File: src/rtl/core/biq_pkg.sv
// Shared types and constants of the multichannel biquad filter.
package biq_pkg;

	localparam int CHAN_W   = 4;
	localparam int SAMPLE_W = 24;
	localparam int COEF_W   = 32;
	localparam int W_W      = 40;
	localparam int W_FRAC   = 8;
	localparam int LO_W     = 20;
	localparam int PART_W   = W_W - LO_W + 1;
	localparam int PROD_W   = COEF_W + PART_W;
	localparam int ACC_W    = 74;
	localparam int PADDR_W  = 5;
	localparam int PDATA_W  = 32;

	localparam logic [2:0] REG_A0 = 3'd0;
	localparam logic [2:0] REG_A1 = 3'd1;
	localparam logic [2:0] REG_A2 = 3'd2;
	localparam logic [2:0] REG_B1 = 3'd3;
	localparam logic [2:0] REG_B2 = 3'd4;

	localparam logic [2:0] FB_LAST = 3'd3;
	localparam logic [2:0] FF_LAST = 3'd5;

	localparam logic [1:0] Q_FULL = 2'd2;

	typedef struct packed {
		logic [CHAN_W-1:0]          chan_in;
		logic signed [SAMPLE_W-1:0] sample_in;
	} in_t;

	typedef struct packed {
		logic [CHAN_W-1:0]          chan_out;
		logic signed [SAMPLE_W-1:0] sample_out;
	} out_t;

	typedef struct packed {
		logic signed [COEF_W-1:0] a0;
		logic signed [COEF_W-1:0] a1;
		logic signed [COEF_W-1:0] a2;
		logic signed [COEF_W-1:0] b1;
		logic signed [COEF_W-1:0] b2;
	} coef_t;

endpackage

File: src/rtl/core/biq_ram.sv
// Generic single-port RAM with registered read.
module biq_ram #(
	parameter int WIDTH = 8,
	parameter int DEPTH = 16,
	parameter int AW    = (DEPTH > 1) ? $clog2(DEPTH) : 1
) (
	input  logic             clk,
	input  logic             we,
	input  logic [AW-1:0]    addr,
	input  logic [WIDTH-1:0] wdata,
	output logic [WIDTH-1:0] rdata
);

	logic [WIDTH-1:0] mem_q [DEPTH];

	always_ff @(posedge clk) begin
		if (we) begin
			mem_q[addr] <= wdata;
		end
		rdata <= mem_q[addr];
	end

endmodule

File: src/rtl/core/biq_regs.sv
// Coefficient registers behind the APB-style configuration port.
module biq_regs import biq_pkg::*; #(
	parameter int COEF_FRAC_BITS = 28
) (
	input  logic               clk,
	input  logic               arst_n,
	input  logic               psel,
	input  logic               penable,
	input  logic               pwrite,
	input  logic [PADDR_W-1:0] paddr,
	input  logic [PDATA_W-1:0] pwdata,
	output logic [PDATA_W-1:0] prdata,
	output logic               pready,
	output coef_t              coef
);

	coef_t      coef_q;
	logic [2:0] reg_idx;
	logic       wr_en;

	assign reg_idx = paddr[PADDR_W-1:2];
	assign wr_en   = psel && penable && pwrite && pready;
	assign pready  = 1'b1;
	assign coef    = coef_q;

	always_ff @(posedge clk or negedge arst_n) begin
		if (!arst_n) begin
			coef_q.a0 <= COEF_W'(1) << COEF_FRAC_BITS;
			coef_q.a1 <= '0;
			coef_q.a2 <= '0;
			coef_q.b1 <= '0;
			coef_q.b2 <= '0;
		end else if (wr_en) begin
			unique case (reg_idx)
				REG_A0: coef_q.a0 <= pwdata;
				REG_A1: coef_q.a1 <= pwdata;
				REG_A2: coef_q.a2 <= pwdata;
				REG_B1: coef_q.b1 <= pwdata;
				REG_B2: coef_q.b2 <= pwdata;
				default: ;
			endcase
		end
	end

	always_comb begin
		unique case (reg_idx)
			REG_A0: prdata = coef_q.a0;
			REG_A1: prdata = coef_q.a1;
			REG_A2: prdata = coef_q.a2;
			REG_B1: prdata = coef_q.b1;
			REG_B2: prdata = coef_q.b2;
			default: prdata = '0;
		endcase
	end

endmodule

File: src/rtl/core/biq_front.sv
// Front end: accepts requests, maps the channel to a state row, queues them.
module biq_front import biq_pkg::*; #(
	parameter int CHANNELS = 16,
	parameter int IDX_W    = 4
) (
	input  logic             clk,
	input  logic             arst_n,
	input  logic             push,
	input  in_t              item,
	output logic             full,
	output logic             q_valid,
	input  logic             q_pop,
	output in_t              q_item,
	output logic [IDX_W-1:0] q_idx
);

	localparam int CODES = 1 << CHAN_W;

	logic [IDX_W-1:0] idx_tab [CODES];
	in_t              ent_item_q [2];
	logic [IDX_W-1:0] ent_idx_q [2];
	logic             wr_ptr_q;
	logic             rd_ptr_q;
	logic [1:0]       cnt_q;
	logic             do_push;
	logic             do_pop;

	for (genvar g = 0; g < CODES; g++) begin : g_idx
		assign idx_tab[g] = IDX_W'(g % CHANNELS);
	end

	assign full    = (cnt_q == Q_FULL);
	assign q_valid = (cnt_q != 2'd0);
	assign do_push = push && !full;
	assign do_pop  = q_pop && q_valid;
	assign q_item  = ent_item_q[rd_ptr_q];
	assign q_idx   = ent_idx_q[rd_ptr_q];

	always_ff @(posedge clk) begin
		if (do_push) begin
			ent_item_q[wr_ptr_q] <= item;
			ent_idx_q[wr_ptr_q]  <= idx_tab[item.chan_in];
		end
	end

	always_ff @(posedge clk or negedge arst_n) begin
		if (!arst_n) begin
			wr_ptr_q <= 1'b0;
			rd_ptr_q <= 1'b0;
			cnt_q    <= 2'd0;
		end else begin
			if (do_push) begin
				wr_ptr_q <= !wr_ptr_q;
			end
			if (do_pop) begin
				rd_ptr_q <= !rd_ptr_q;
			end
			if (do_push && !do_pop) begin
				cnt_q <= cnt_q + 2'd1;
			end else if (do_pop && !do_push) begin
				cnt_q <= cnt_q - 2'd1;
			end
		end
	end

	a_cnt_range: assert property (@(posedge clk) disable iff (!arst_n)
		cnt_q != 2'd3)
		else $error("request queue count out of range");

	a_cnt_hold: assert property (@(posedge clk) disable iff (!arst_n)
		(!do_push && !do_pop) |=> $stable(cnt_q))
		else $error("request queue count changed without push or pop");

endmodule

File: src/rtl/core/biq_back.sv
// Back end: shared multiply-accumulate engine, delay state and result register.
module biq_back import biq_pkg::*; #(
	parameter int CHANNELS       = 16,
	parameter int IDX_W          = 4,
	parameter int COEF_FRAC_BITS = 28
) (
	input  logic             clk,
	input  logic             arst_n,
	input  coef_t            coef,
	input  logic             q_valid,
	output logic             q_pop,
	input  in_t              q_item,
	input  logic [IDX_W-1:0] q_idx,
	output out_t             result,
	output logic             empty,
	input  logic             pop
);

	typedef enum logic [7:0] {
		ST_IDLE     = 8'b0000_0001,
		ST_LOAD     = 8'b0000_0010,
		ST_FB       = 8'b0000_0100,
		ST_DRAIN_FB = 8'b0000_1000,
		ST_W0       = 8'b0001_0000,
		ST_FF       = 8'b0010_0000,
		ST_DRAIN_FF = 8'b0100_0000,
		ST_OUT      = 8'b1000_0000
	} state_t;

	localparam logic [ACC_W-1:0] HALF_FB = ACC_W'(1) << (COEF_FRAC_BITS - 1);
	localparam logic [ACC_W-1:0] HALF_Y  = ACC_W'(1) << (COEF_FRAC_BITS + W_FRAC - 1);

	state_t                   state_q;
	logic [2:0]               step_q;
	in_t                      item_q;
	logic [IDX_W-1:0]         idx_q;
	logic signed [W_W-1:0]    w0_q;
	logic signed [W_W-1:0]    w1_q;
	logic signed [W_W-1:0]    w2_q;
	logic signed [ACC_W-1:0]  acc_q;
	logic signed [PROD_W-1:0] prod_s1;
	logic                     hi_s1;
	logic                     mul_v_s1;
	logic                     out_valid_q;
	out_t                     result_q;
	logic [CHANNELS-1:0]      vld_q;
	logic                     rd_vld_q;

	logic                     issue;
	logic signed [COEF_W-1:0] mul_c;
	logic signed [W_W-1:0]    w_sel;
	logic signed [PART_W-1:0] mul_w;
	logic signed [ACC_W-1:0]  prod_ext;
	logic signed [ACC_W-1:0]  addend;
	logic signed [ACC_W-1:0]  fb_sh;
	logic signed [ACC_W-1:0]  x_ext;
	logic signed [ACC_W-1:0]  w0_sum;
	logic signed [W_W-1:0]    w0_sat;
	logic signed [ACC_W-1:0]  y_sh;
	logic signed [SAMPLE_W-1:0] y_sat;
	logic                     out_go;
	logic [IDX_W-1:0]         ram_addr;
	logic [2*W_W-1:0]         ram_rdata;

	assign issue  = (state_q == ST_FB) || (state_q == ST_FF);
	assign q_pop  = (state_q == ST_IDLE) && q_valid;
	assign out_go = (state_q == ST_OUT) && (!out_valid_q || pop);
	assign empty  = !out_valid_q;
	assign result = result_q;

	always_comb begin
		mul_c = coef.b1;
		w_sel = w1_q;
		if (state_q == ST_FB) begin
			if (step_q[1]) begin
				mul_c = coef.b2;
				w_sel = w2_q;
			end
		end else begin
			case (step_q[2:1])
				2'd0: begin
					mul_c = coef.a0;
					w_sel = w0_q;
				end
				2'd1: begin
					mul_c = coef.a1;
					w_sel = w1_q;
				end
				default: begin
					mul_c = coef.a2;
					w_sel = w2_q;
				end
			endcase
		end
		mul_w = step_q[0] ? {w_sel[W_W-1], w_sel[W_W-1:LO_W]}
		                  : {1'b0, w_sel[LO_W-1:0]};
	end

	assign prod_ext = ACC_W'(prod_s1);
	assign addend   = hi_s1 ? (prod_ext <<< LO_W) : prod_ext;

	assign fb_sh  = acc_q >>> COEF_FRAC_BITS;
	assign x_ext  = ACC_W'(item_q.sample_in) <<< W_FRAC;
	assign w0_sum = fb_sh + x_ext;

	always_comb begin
		if ((&w0_sum[ACC_W-1:W_W-1]) || !(|w0_sum[ACC_W-1:W_W-1])) begin
			w0_sat = w0_sum[W_W-1:0];
		end else begin
			w0_sat = {w0_sum[ACC_W-1], {(W_W-1){!w0_sum[ACC_W-1]}}};
		end
	end

	assign y_sh = acc_q >>> (COEF_FRAC_BITS + W_FRAC);

	always_comb begin
		if ((&y_sh[ACC_W-1:SAMPLE_W-1]) || !(|y_sh[ACC_W-1:SAMPLE_W-1])) begin
			y_sat = y_sh[SAMPLE_W-1:0];
		end else begin
			y_sat = {y_sh[ACC_W-1], {(SAMPLE_W-1){!y_sh[ACC_W-1]}}};
		end
	end

	assign ram_addr = (state_q == ST_IDLE) ? q_idx : idx_q;

	biq_ram #(
		.WIDTH (2 * W_W),
		.DEPTH (CHANNELS),
		.AW    (IDX_W)
	) u_state_ram (
		.clk   (clk),
		.we    (out_go),
		.addr  (ram_addr),
		.wdata ({w0_q, w1_q}),
		.rdata (ram_rdata)
	);

	always_ff @(posedge clk) begin
		prod_s1 <= mul_c * mul_w;
		hi_s1   <= step_q[0];
		if (q_pop) begin
			item_q   <= q_item;
			idx_q    <= q_idx;
			rd_vld_q <= vld_q[q_idx];
		end
		if (state_q == ST_LOAD) begin
			w1_q <= rd_vld_q ? ram_rdata[2*W_W-1:W_W] : '0;
			w2_q <= rd_vld_q ? ram_rdata[W_W-1:0] : '0;
			acc_q <= HALF_FB;
		end else if (state_q == ST_W0) begin
			w0_q  <= w0_sat;
			acc_q <= HALF_Y;
		end else if (mul_v_s1) begin
			acc_q <= acc_q + addend;
		end
		if (out_go) begin
			result_q.chan_out   <= item_q.chan_in;
			result_q.sample_out <= y_sat;
		end
	end

	always_ff @(posedge clk or negedge arst_n) begin
		if (!arst_n) begin
			state_q     <= ST_IDLE;
			step_q      <= 3'd0;
			mul_v_s1    <= 1'b0;
			out_valid_q <= 1'b0;
			vld_q       <= '0;
		end else begin
			mul_v_s1 <= issue;
			if (out_go) begin
				out_valid_q  <= 1'b1;
				vld_q[idx_q] <= 1'b1;
			end else if (pop && out_valid_q) begin
				out_valid_q <= 1'b0;
			end
			unique case (state_q)
				ST_IDLE: begin
					if (q_valid) begin
						state_q <= ST_LOAD;
					end
				end
				ST_LOAD: begin
					step_q  <= 3'd0;
					state_q <= ST_FB;
				end
				ST_FB: begin
					if (step_q == FB_LAST) begin
						step_q  <= 3'd0;
						state_q <= ST_DRAIN_FB;
					end else begin
						step_q <= step_q + 3'd1;
					end
				end
				ST_DRAIN_FB: state_q <= ST_W0;
				ST_W0:       state_q <= ST_FF;
				ST_FF: begin
					if (step_q == FF_LAST) begin
						step_q  <= 3'd0;
						state_q <= ST_DRAIN_FF;
					end else begin
						step_q <= step_q + 3'd1;
					end
				end
				ST_DRAIN_FF: state_q <= ST_OUT;
				ST_OUT: begin
					if (out_go) begin
						state_q <= ST_IDLE;
					end
				end
				default: state_q <= ST_IDLE;
			endcase
		end
	end

	a_pop_loads: assert property (@(posedge clk) disable iff (!arst_n)
		q_pop |=> (state_q == ST_LOAD))
		else $error("queue pop not followed by state load");

	a_mac_window: assert property (@(posedge clk) disable iff (!arst_n)
		mul_v_s1 |-> (state_q == ST_FB || state_q == ST_DRAIN_FB ||
		              state_q == ST_FF || state_q == ST_DRAIN_FF))
		else $error("product accumulated outside a multiply phase");

	a_result_held: assert property (@(posedge clk) disable iff (!arst_n)
		(out_valid_q && !pop) |=> (out_valid_q && $stable(result_q)))
		else $error("waiting result changed before pop");

	a_write_loads: assert property (@(posedge clk) disable iff (!arst_n)
		out_go |=> (out_valid_q && state_q == ST_IDLE))
		else $error("state write-back without result load");

endmodule

File: src/rtl/core/multichannel_biquad_filter_top.sv
// Top level of the multichannel direct form II biquad filter.
// The filter engine works on one request at a time, taking the next only
// after write-back: one shared 32x21-bit signed multiplier forms the ten
// partial products of the five coefficient products (each 40-bit delay value
// split into two halves), with steps added for the state RAM read, the w0
// rounding and saturation step, and the write-back. A two-entry request queue
// takes new requests while the engine works, and a result register holds the
// finished result until popped. Delay state lives in a CHANNELS-deep RAM, one
// row per channel; a per-channel valid flag makes reset clear all channels at
// once, so no clearing pass is needed. Channels at or above CHANNELS use the
// row of their channel number modulo CHANNELS.
module multichannel_biquad_filter_top import biq_pkg::*; #(
	parameter int CHANNELS       = 16,
	parameter int COEF_FRAC_BITS = 28
) (
	input  logic               clk,
	input  logic               arst_n,
	input  logic               push,
	input  in_t                item,
	output logic               full,
	output out_t               result,
	output logic               empty,
	input  logic               pop,
	input  logic               psel,
	input  logic               penable,
	input  logic               pwrite,
	input  logic [PADDR_W-1:0] paddr,
	input  logic [PDATA_W-1:0] pwdata,
	output logic [PDATA_W-1:0] prdata,
	output logic               pready
);

	localparam int IDX_W = (CHANNELS > 1) ? $clog2(CHANNELS) : 1;

	coef_t            coef;
	logic             q_valid;
	logic             q_pop;
	in_t              q_item;
	logic [IDX_W-1:0] q_idx;

	biq_regs #(
		.COEF_FRAC_BITS (COEF_FRAC_BITS)
	) u_regs (
		.clk     (clk),
		.arst_n  (arst_n),
		.psel    (psel),
		.penable (penable),
		.pwrite  (pwrite),
		.paddr   (paddr),
		.pwdata  (pwdata),
		.prdata  (prdata),
		.pready  (pready),
		.coef    (coef)
	);

	biq_front #(
		.CHANNELS (CHANNELS),
		.IDX_W    (IDX_W)
	) u_front (
		.clk     (clk),
		.arst_n  (arst_n),
		.push    (push),
		.item    (item),
		.full    (full),
		.q_valid (q_valid),
		.q_pop   (q_pop),
		.q_item  (q_item),
		.q_idx   (q_idx)
	);

	biq_back #(
		.CHANNELS       (CHANNELS),
		.IDX_W          (IDX_W),
		.COEF_FRAC_BITS (COEF_FRAC_BITS)
	) u_back (
		.clk     (clk),
		.arst_n  (arst_n),
		.coef    (coef),
		.q_valid (q_valid),
		.q_pop   (q_pop),
		.q_item  (q_item),
		.q_idx   (q_idx),
		.result  (result),
		.empty   (empty),
		.pop     (pop)
	);

endmodule
File: config.mk
export PLATFORM = sky130hd
export DESIGN_NAME = multichannel_biquad_filter_top
export DESIGN_NICKNAME = d
export VERILOG_FILES = /design/src/rtl/core/biq_pkg.sv /design/src/rtl/core/biq_ram.sv /design/src/rtl/core/biq_regs.sv /design/src/rtl/core/biq_front.sv /design/src/rtl/core/biq_back.sv /design/src/rtl/core/multichannel_biquad_filter_top.sv
export SDC_FILE = /design/constraint.sdc
export NUM_CORES = 2
export LEC_CHECK = 0
export ABC_AREA = 1
export BUFFER_PORTS_ARGS = -buffer_cell sky130_fd_sc_hd__buf_4
export CORE_UTILIZATION = 25
export CTS_BUF_LIST = sky130_fd_sc_hd__clkbuf_4
export DETAILED_ROUTE_END_ITERATION = 7
export PLACE_DENSITY = 0.4
export RECOVER_POWER = 50
export SLEW_MARGIN = 20
export SYNTH_ARGS = -nofsm -noshare
export SYNTH_HDL_FRONTEND = slang
export SYNTH_HIERARCHICAL = 1
export SYNTH_SLANG_ARGS = --single-unit
File: constraint.sdc
create_clock -name clk -period 10.6 [get_ports clk]
set_input_delay 1.59 -clock clk [delete_from_list [all_inputs] [get_ports clk]]
set_output_delay 1.59 -clock clk [all_outputs]
set_load 0.01 [all_outputs]
; Word level (Yosys, flattened, before mapping)
; Memory sizes are Yosys's and may differ from the RTL's. A register that Yosys moved wholly into a read port is not among the register bits.
; Index checks and enable logic that the tools add are counted.
[word_totals]
memories = 4
wordCells = 140
mem_bits_ro = 64
ff_bits = 474
out_inout_bits = 63
in_bits = 72
mem_bits_rw = 1344
[op_classes]
n_bitwise = 3
n_mux = 36
n_reduce_logical = 43
eq_ne = 20
n_mul = 1
addsub = 5
magnitude_cmp = 4
[memory_table]
columns = name, depth, word_bits, rd, rd_clocked_by_memory_dff, wr, line_no
row1 = u_back.u_state_ram.mem_q, 16, 80, 1, 1, 1, biq_ram.sv:14  ; logic [WIDTH-1:0] mem_q [DEPTH];
row2 = (name not given), 16, 4, 1, 0, 0, biq_front.sv:42  ; ent_idx_q[wr_ptr_q] <= idx_tab[item.chan_in];
row3 = u_front.ent_item_q, 2, 28, 1, 1, 1, biq_front.sv:20  ; in_t ent_item_q [2];
row4 = u_front.ent_idx_q, 2, 4, 1, 0, 1, biq_front.sv:21  ; logic [IDX_W-1:0] ent_idx_q [2];
[op_table]
columns = op, count
row1 = one-hot mux 32 bit (5 select lines), 1
row2 = two-way mux 40 bit, 3
row3 = one-hot mux 40 bit (2 select lines), 1
row4 = adder 74 x 73 -> 74 bit, 1
row5 = two-way mux 36 bit, 2
row6 = two-way mux 72 bit, 1
row7 = two-way mux 32 bit, 2
row8 = one-hot mux 32 bit (2 select lines), 1
row9 = one-hot mux 8 bit (8 select lines), 1
row10 = multiplier 32 x 21 -> 53 bit, 1
row11 = adder 46 x 32 -> 47 bit, 1
row12 = AND reduction 35 bit, 1
row13 = OR reduction 35 bit, 1
row14 = two-way mux 8 bit, 4
row15 = two-way mux 24 bit, 1
row16 = two-way mux 21 bit, 1
row17 = OR 16 bit, 1
row18 = AND reduction 15 bit, 1
row19 = OR reduction 15 bit, 1
row20 = two-way mux 4 bit, 3
row21 = AND reduction 2 bit, 6
row22 = logical AND 1 bit, 10
row23 = logical NOT 1 bit, 10
row24 = < comparator 4 x 5 -> 1 bit (second input constant), 2
row25 = other kinds (35), 55

; Depth between registers and ports, before layout
[logic_depth]
depth_word = 7
depth_mapped = 41
ltp_nobuf = 39

; Hierarchy
; Netlist, hierarchy kept.
[modules_own_cells]
columns = mod, cells_each, n_inst, seq_area_each_um2, area_each_um2
row1 = biq_ram, 5237, 1, 40038.4, 55069.1
row2 = biq_back, 6331, 1, 8724.6, 47063.9
row3 = biq_regs, 934, 1, 4005.1, 7611.0
row4 = biq_front, 182, 1, 1781.7, 2299.7

; Worst setup path before layout
; OpenSTA, ideal clock, no wires.
[synth_timing]
path_type = register to register
start = reg u_back.step_q[2]
end = reg u_back.prod_s1[46]
arrival_ns = 7.439
setup_ns = 0.072
slack_ns = 3.090
t_required_ns = 10.528
stages_incl_launch_ff = 31
synth_period_minus_slack_ns = 7.510
cell_sequence = dfrtp_1 buf_2 nor2_1 inv_2 clkbuf_1 o22ai_1 nor2_1 o21ai_1 buf_2 nor2_1 fa_1 inv_1 fa_1 inv_1 fa_1 inv_1 fa_1 inv_1 fa_1 inv_1 fa_1 fa_1 inv_1 ha_1 nand2_1 nor2_1 inv_1 nor4_1 nand4_1 nand3_1 xor2_1
[synth_via]
elab_chain_cells = 5
[synth_lines]
columns = item, line_no
row1 = start: declaration, biq_back.sv:34  ; logic [2:0] step_q;
row2 = start signal: assignment, biq_back.sv:192  ; step_q <= step_q + 3'd1;
row3 = start signal: assignment, biq_back.sv:202  ; step_q <= step_q + 3'd1;
row4 = equality test 2 x 1 -> 1 bit / logical NOT 2 bit (equally long branches), biq_back.sv:80  ; case (step_q[2:1])
row5 = one-hot mux 40 bit (2 select lines), biq_back.sv:80
row6 = two-way mux 40 bit, biq_back.sv:74  ; if (state_q == ST_FB) begin
row7 = two-way mux 21 bit, biq_back.sv:95  ; mul_w = step_q[0] ? {w_sel[W_W-1], w_sel[W_W-1:LO_W]}
row8 = multiplier 32 x 21 -> 53 bit (*), biq_back.sv:139  ; prod_s1 <= mul_c * mul_w;
row9 = end signal: assignment, biq_back.sv:139
row10 = end: declaration, biq_back.sv:41  ; logic signed [PROD_W-1:0] prod_s1;
; Mark *: on every way between the ends. The rest lies on a longest branch, timed or not.
; A chain may end at the register's enable or synchronous reset.

; Worst setup path after layout
[layout_timing]
start = reg u_back.state_q[4]
end = reg u_back.prod_s1[41]
[layout_via]
elab_chain_cells = 4
[layout_lines]
columns = item, line_no
row1 = start: declaration, biq_back.sv:33  ; state_t state_q;
row2 = start signal: assignment, biq_back.sv:164  ; state_q <= ST_IDLE;
row3 = start signal: assignment, biq_back.sv:180  ; state_q <= ST_LOAD;
row4 = start signal: assignment, biq_back.sv:185  ; state_q <= ST_FB;
row5 = equality test 8 x 3 -> 1 bit (*), biq_back.sv:74
row6 = two-way mux 40 bit, biq_back.sv:74
row7 = two-way mux 21 bit, biq_back.sv:95
row8 = multiplier 32 x 21 -> 53 bit (*), biq_back.sv:139
; Marked as above.

==> flow_results.org <==
** Clock network
- The clock drives 1918 sinks.
- Gates resized during post-CTS repair numbered 0.
- The number of clock buffers added by TritonCTS is 560.
- Clock tree buffer depth :: 4
- Clock latency of the later-clocked register in the worst-skew pair :: 1570 ps
- Number of levels in the clock H-tree :: 6
- After clock tree synthesis, the clock-pin slew on the worst setup and hold paths is 60 ps.
- Cell at the root of the clock tree :: sky130_fd_sc_hd__clkbuf_4
- TritonCTS clock tree :: built

** Status
- Outcome :: finished, violations left
- The checks that failed: max-capacitance violations, max-slew violations.

** Logic synthesis
- Net Count, Synth :: 13700
- Post-Syn Area per Cell :: 8.83 sq um
- FF+latch count, synth :: 1918
- The synthesized netlist occupies a cell area of 112000 sq um.
- Number of enable-type register cells in the synthesized netlist :: 1517
- Fraction of the yosys area taken by sequential cells :: 48.7%
- Fraction of registers with async set or reset after synthesis :: 10.1%
- For this run, the leading register cell type out of synthesis is sky130_fd_sc_hd__edfxtp_1.
- Number of warnings reported in the yosys synthesis log :: 6
- Number of distinct library cell variants in the gate-level netlist after synthesis :: 64
- Mapped Cells :: 12700

** Floorplan
- Row generation in the floorplan step produced 245 rows.
- For this configuration, the core starts out at a cell density of 25.1%.
- Area of the core :: 446000 sq um
- The die is 671 microns tall.
- The die is 671 microns wide.
- Boundary pin count :: 135
- The die covers 451000 sq um.

** Placed design
- Number of cells after detailed placement :: 18400
- The congestion estimate from routability-driven global placement came to 0.909.
- Summed over all nets, the half-perimeter wirelength after detailed placement is 251000 microns.
- Post-Place Cell Area :: 120000 sq um
- Port-buffer cells :: 131

** Timing
- Number of endpoints failing setup at the final stage :: 0
- The final critical path takes up 90.4% of the cycle.
- The hold violation count in the final report is 0.
- The worst pin sits at a relative slew slack of -344%.
- Setup clock skew after layout :: 155 ps
- Derived from the worst setup path, the maximum achievable clock frequency is 0.104 GHz.
- Setup repair after global routing left no endpoint under its margin.
- Measured slew at the worst slew-check pin :: 6660 ps
- Final number of max-transition violations :: 597
- Final period demand of the worst path :: 9580 ps
- Setup TNS :: 0 ps

** Hold path
- Critical hold path startpoint :: item[21]
- Path category of the worst min-delay check :: input port to flip-flop

** Routing
- Avg Vias per Cell :: 4.35
- After detailed routing, the average wire length per cell comes to 20.2 microns.
- Detailed-route DRC error count :: 0
- The pre-antenna-repair detailed-routing pass consisted of 6 iterations.
- The final layout contains routed wiring with a total length of 392000 microns.
- In this run the remaining antenna-violating nets after routing total 0.
- For this block, the initial DRC count from the detailed router was 5561.
- Across all layers, the routed design uses 84500 vias.

** GRT
- After global routing the overflow that remains totals 0.
- Maximum number of pins on one net before global-route repair :: 178
- Global-route total usage across every layer :: 17.1%
- Number of global-route vias before repair :: 84700
- The first global-routing pass estimated 574000 microns of wire.
- The initial antenna violation count is 23.

** Cells and area
- Of the cells placed in the final design, the portion with a size suffix greater than 1 is 10.1%.
- The finished layout holds 19400 standard cells, fillers aside.
- Final design utilization :: 28.5%
- Summing all non-filler instances in the final layout gives an area of 127000 sq um.
- Final Net Count :: 14100
- Compared with the post-synthesis result, the final layout area differs by 13.4%.

** Critical path
- Cell with the largest stage delay on the worst path :: sky130_fd_sc_hd__nand3_2
- By startpoint and endpoint, the worst setup path is classified as flip-flop to flip-flop.
- The most critical setup path has its startpoint at u_back/state_q[4].
- Most common cell on crit path :: sky130_fd_sc_hd__fa_1
- Data on the critical path arrives at its endpoint at 10930 ps.
- The startpoint identified for the worst register-to-register timing path is u_back/state_q[4].
- Delay of the slowest critical-path stage :: 870 ps
- Cell family contributing the most delay on the critical path :: adder cells
- Worst path required time :: 11950 ps
- Number of buffers and inverters on the critical path :: 8
- STA classifies the critical path endpoint as a flip-flop.
- Top fanout value on the critical path :: 21
- Sort of element at the start of the critical path :: flip-flop

** Run
- The tool flagged a number of max-cap violations equal to 12.
## state kept, by name (all words and copies together) (netlist names), 28 cells and up
signal,flops
u_back/w1_q,40
u_front/ent_item_q,49
u_back/u_state_ram/rdata,80
u_back/item_q,28
u_back/u_state_ram/mem_q,1280
u_back/prod_s1,53
u_back/result,28
u_regs/coef,160
u_back/w2_q,40
u_back/acc_q,74
u_back/w0_q,40
## per-stage QoR
step,hold slack (ps),setup slack (ps)
floorplan,397,3090
global placement,404,1220
detailed placement,407,1230
CTS,10.4,1150
global route,148,487
finish,277,1020
## cell usage in the layout (no fill, tap or decap), drive strengths merged, types with 4 or more instances in the layout
cell	count
nand2	5085
o22ai	20
o21ai	573
or2	4
a21oi	279
fa	670
a221oi	11
o221ai	10
o211ai	6
and3	6
nand3	264
dfrtp	191
xor2	76
diode	9
nor2	1047
nand4	97
clkinv	95
nor3	23
buf	281
ha	250
a21o	19
o21bai	28
xnor2	41
dfxtp	208
clkinvlp	14
inv	1681
bufinv	14
nor4	14
a21boi	12
o21a	8
clkbuf	916
a31oi	21
edfxtp	1517
## cell usage after synthesis, types with 5 or more instances
master / instances / area share, %
sky130_fd_sc_hd__a21boi_0: 11 / 0.074
sky130_fd_sc_hd__a21o_1: 19 / 0.13
sky130_fd_sc_hd__a21oi_1: 279 / 1.2
sky130_fd_sc_hd__a221oi_1: 11 / 0.086
sky130_fd_sc_hd__a31oi_1: 21 / 0.12
sky130_fd_sc_hd__and3_1: 6 / 0.034
sky130_fd_sc_hd__buf_1: 27 / 0.090
sky130_fd_sc_hd__buf_2: 237 / 1.1
sky130_fd_sc_hd__buf_4: 30 / 0.20
sky130_fd_sc_hd__buf_6: 44 / 0.44
sky130_fd_sc_hd__clkbuf_1: 168 / 0.56
sky130_fd_sc_hd__clkinv_1: 5 / 0.017
sky130_fd_sc_hd__dfrtp_1: 191 / 4.3
sky130_fd_sc_hd__dfxtp_1: 208 / 3.7
sky130_fd_sc_hd__edfxtp_1: 1517 / 41
sky130_fd_sc_hd__fa_1: 670 / 12
sky130_fd_sc_hd__ha_1: 250 / 2.8
sky130_fd_sc_hd__inv_1: 1634 / 5.5
sky130_fd_sc_hd__inv_2: 27 / 0.090
sky130_fd_sc_hd__nand2_1: 5066 / 17
sky130_fd_sc_hd__nand2_2: 17 / 0.095
sky130_fd_sc_hd__nand3_1: 253 / 1.1
sky130_fd_sc_hd__nand3_2: 7 / 0.063
sky130_fd_sc_hd__nand4_1: 97 / 0.54
sky130_fd_sc_hd__nor2_1: 1031 / 3.5
sky130_fd_sc_hd__nor2_2: 12 / 0.067
sky130_fd_sc_hd__nor3_1: 21 / 0.094
sky130_fd_sc_hd__nor4_1: 13 / 0.073
sky130_fd_sc_hd__o211ai_1: 6 / 0.040
sky130_fd_sc_hd__o21a_1: 8 / 0.054
sky130_fd_sc_hd__o21ai_0: 511 / 2.3
sky130_fd_sc_hd__o21ai_1: 36 / 0.16
sky130_fd_sc_hd__o21ai_2: 26 / 0.20
sky130_fd_sc_hd__o21bai_1: 27 / 0.18
sky130_fd_sc_hd__o221ai_1: 10 / 0.078
sky130_fd_sc_hd__o22ai_1: 20 / 0.11
sky130_fd_sc_hd__xnor2_1: 41 / 0.32
sky130_fd_sc_hd__xor2_1: 76 / 0.59
## routing by layer
metal	share of wire, %	GRT usage (%)	wire (microns)
met2	48	28.9	187000
met4	2.2	4.22	8550
met3	4.7	2.54	18500
met5	0.030	0	117
met1	45	22.9	177000
## area by class of cell
type                    instances  area (sq um)
diodes                          9          22.5
clock buffers                 861          6460
clock inverters               135          1000
fillers                     48400        319000
inverters                    1669          6300
multi-input cells            8584         48700
flip-flops and latches       1918         54600
well taps                    5928          7420
repair buffers                337          2630
## timing repair
item | in CTS | in global routing
hold buffers | 1 | 0
hold endpoints to repair | 35 | 0
buffers inserted | 0 | 0
## final timing paths
path                       depth (start not counted)                        end  slack [ps]
min                                                1  u_front/ent_item_q[0][21]         280
min in group asynchronous                          2           u_regs/coef[149]        1460
max                                               33         u_back/prod_s1[41]        1020
min reg2reg                                        2             u_back/w1_q[6]         410
max reg2reg                                       33         u_back/prod_s1[41]        1020
max in group asynchronous                          3            u_regs/coef[29]        4090
## cell families after synthesis
| logic type | synth area share (%) |
|---|---|
| flip-flops | 48.7 |
| adder cells (fa/ha/maj) | 14.8 |
| other | 0.00335 |
| AND/OR/NAND/NOR | 22.7 |
| XOR/XNOR | 0.915 |
| buffers and inverters | 8.02 |
| AO/OA/AOI/OAI | 4.86 |
Power is left out: the tool's default activity adds up to more than one toggle a clock period on the data nets, which glitch-free logic cannot reach.
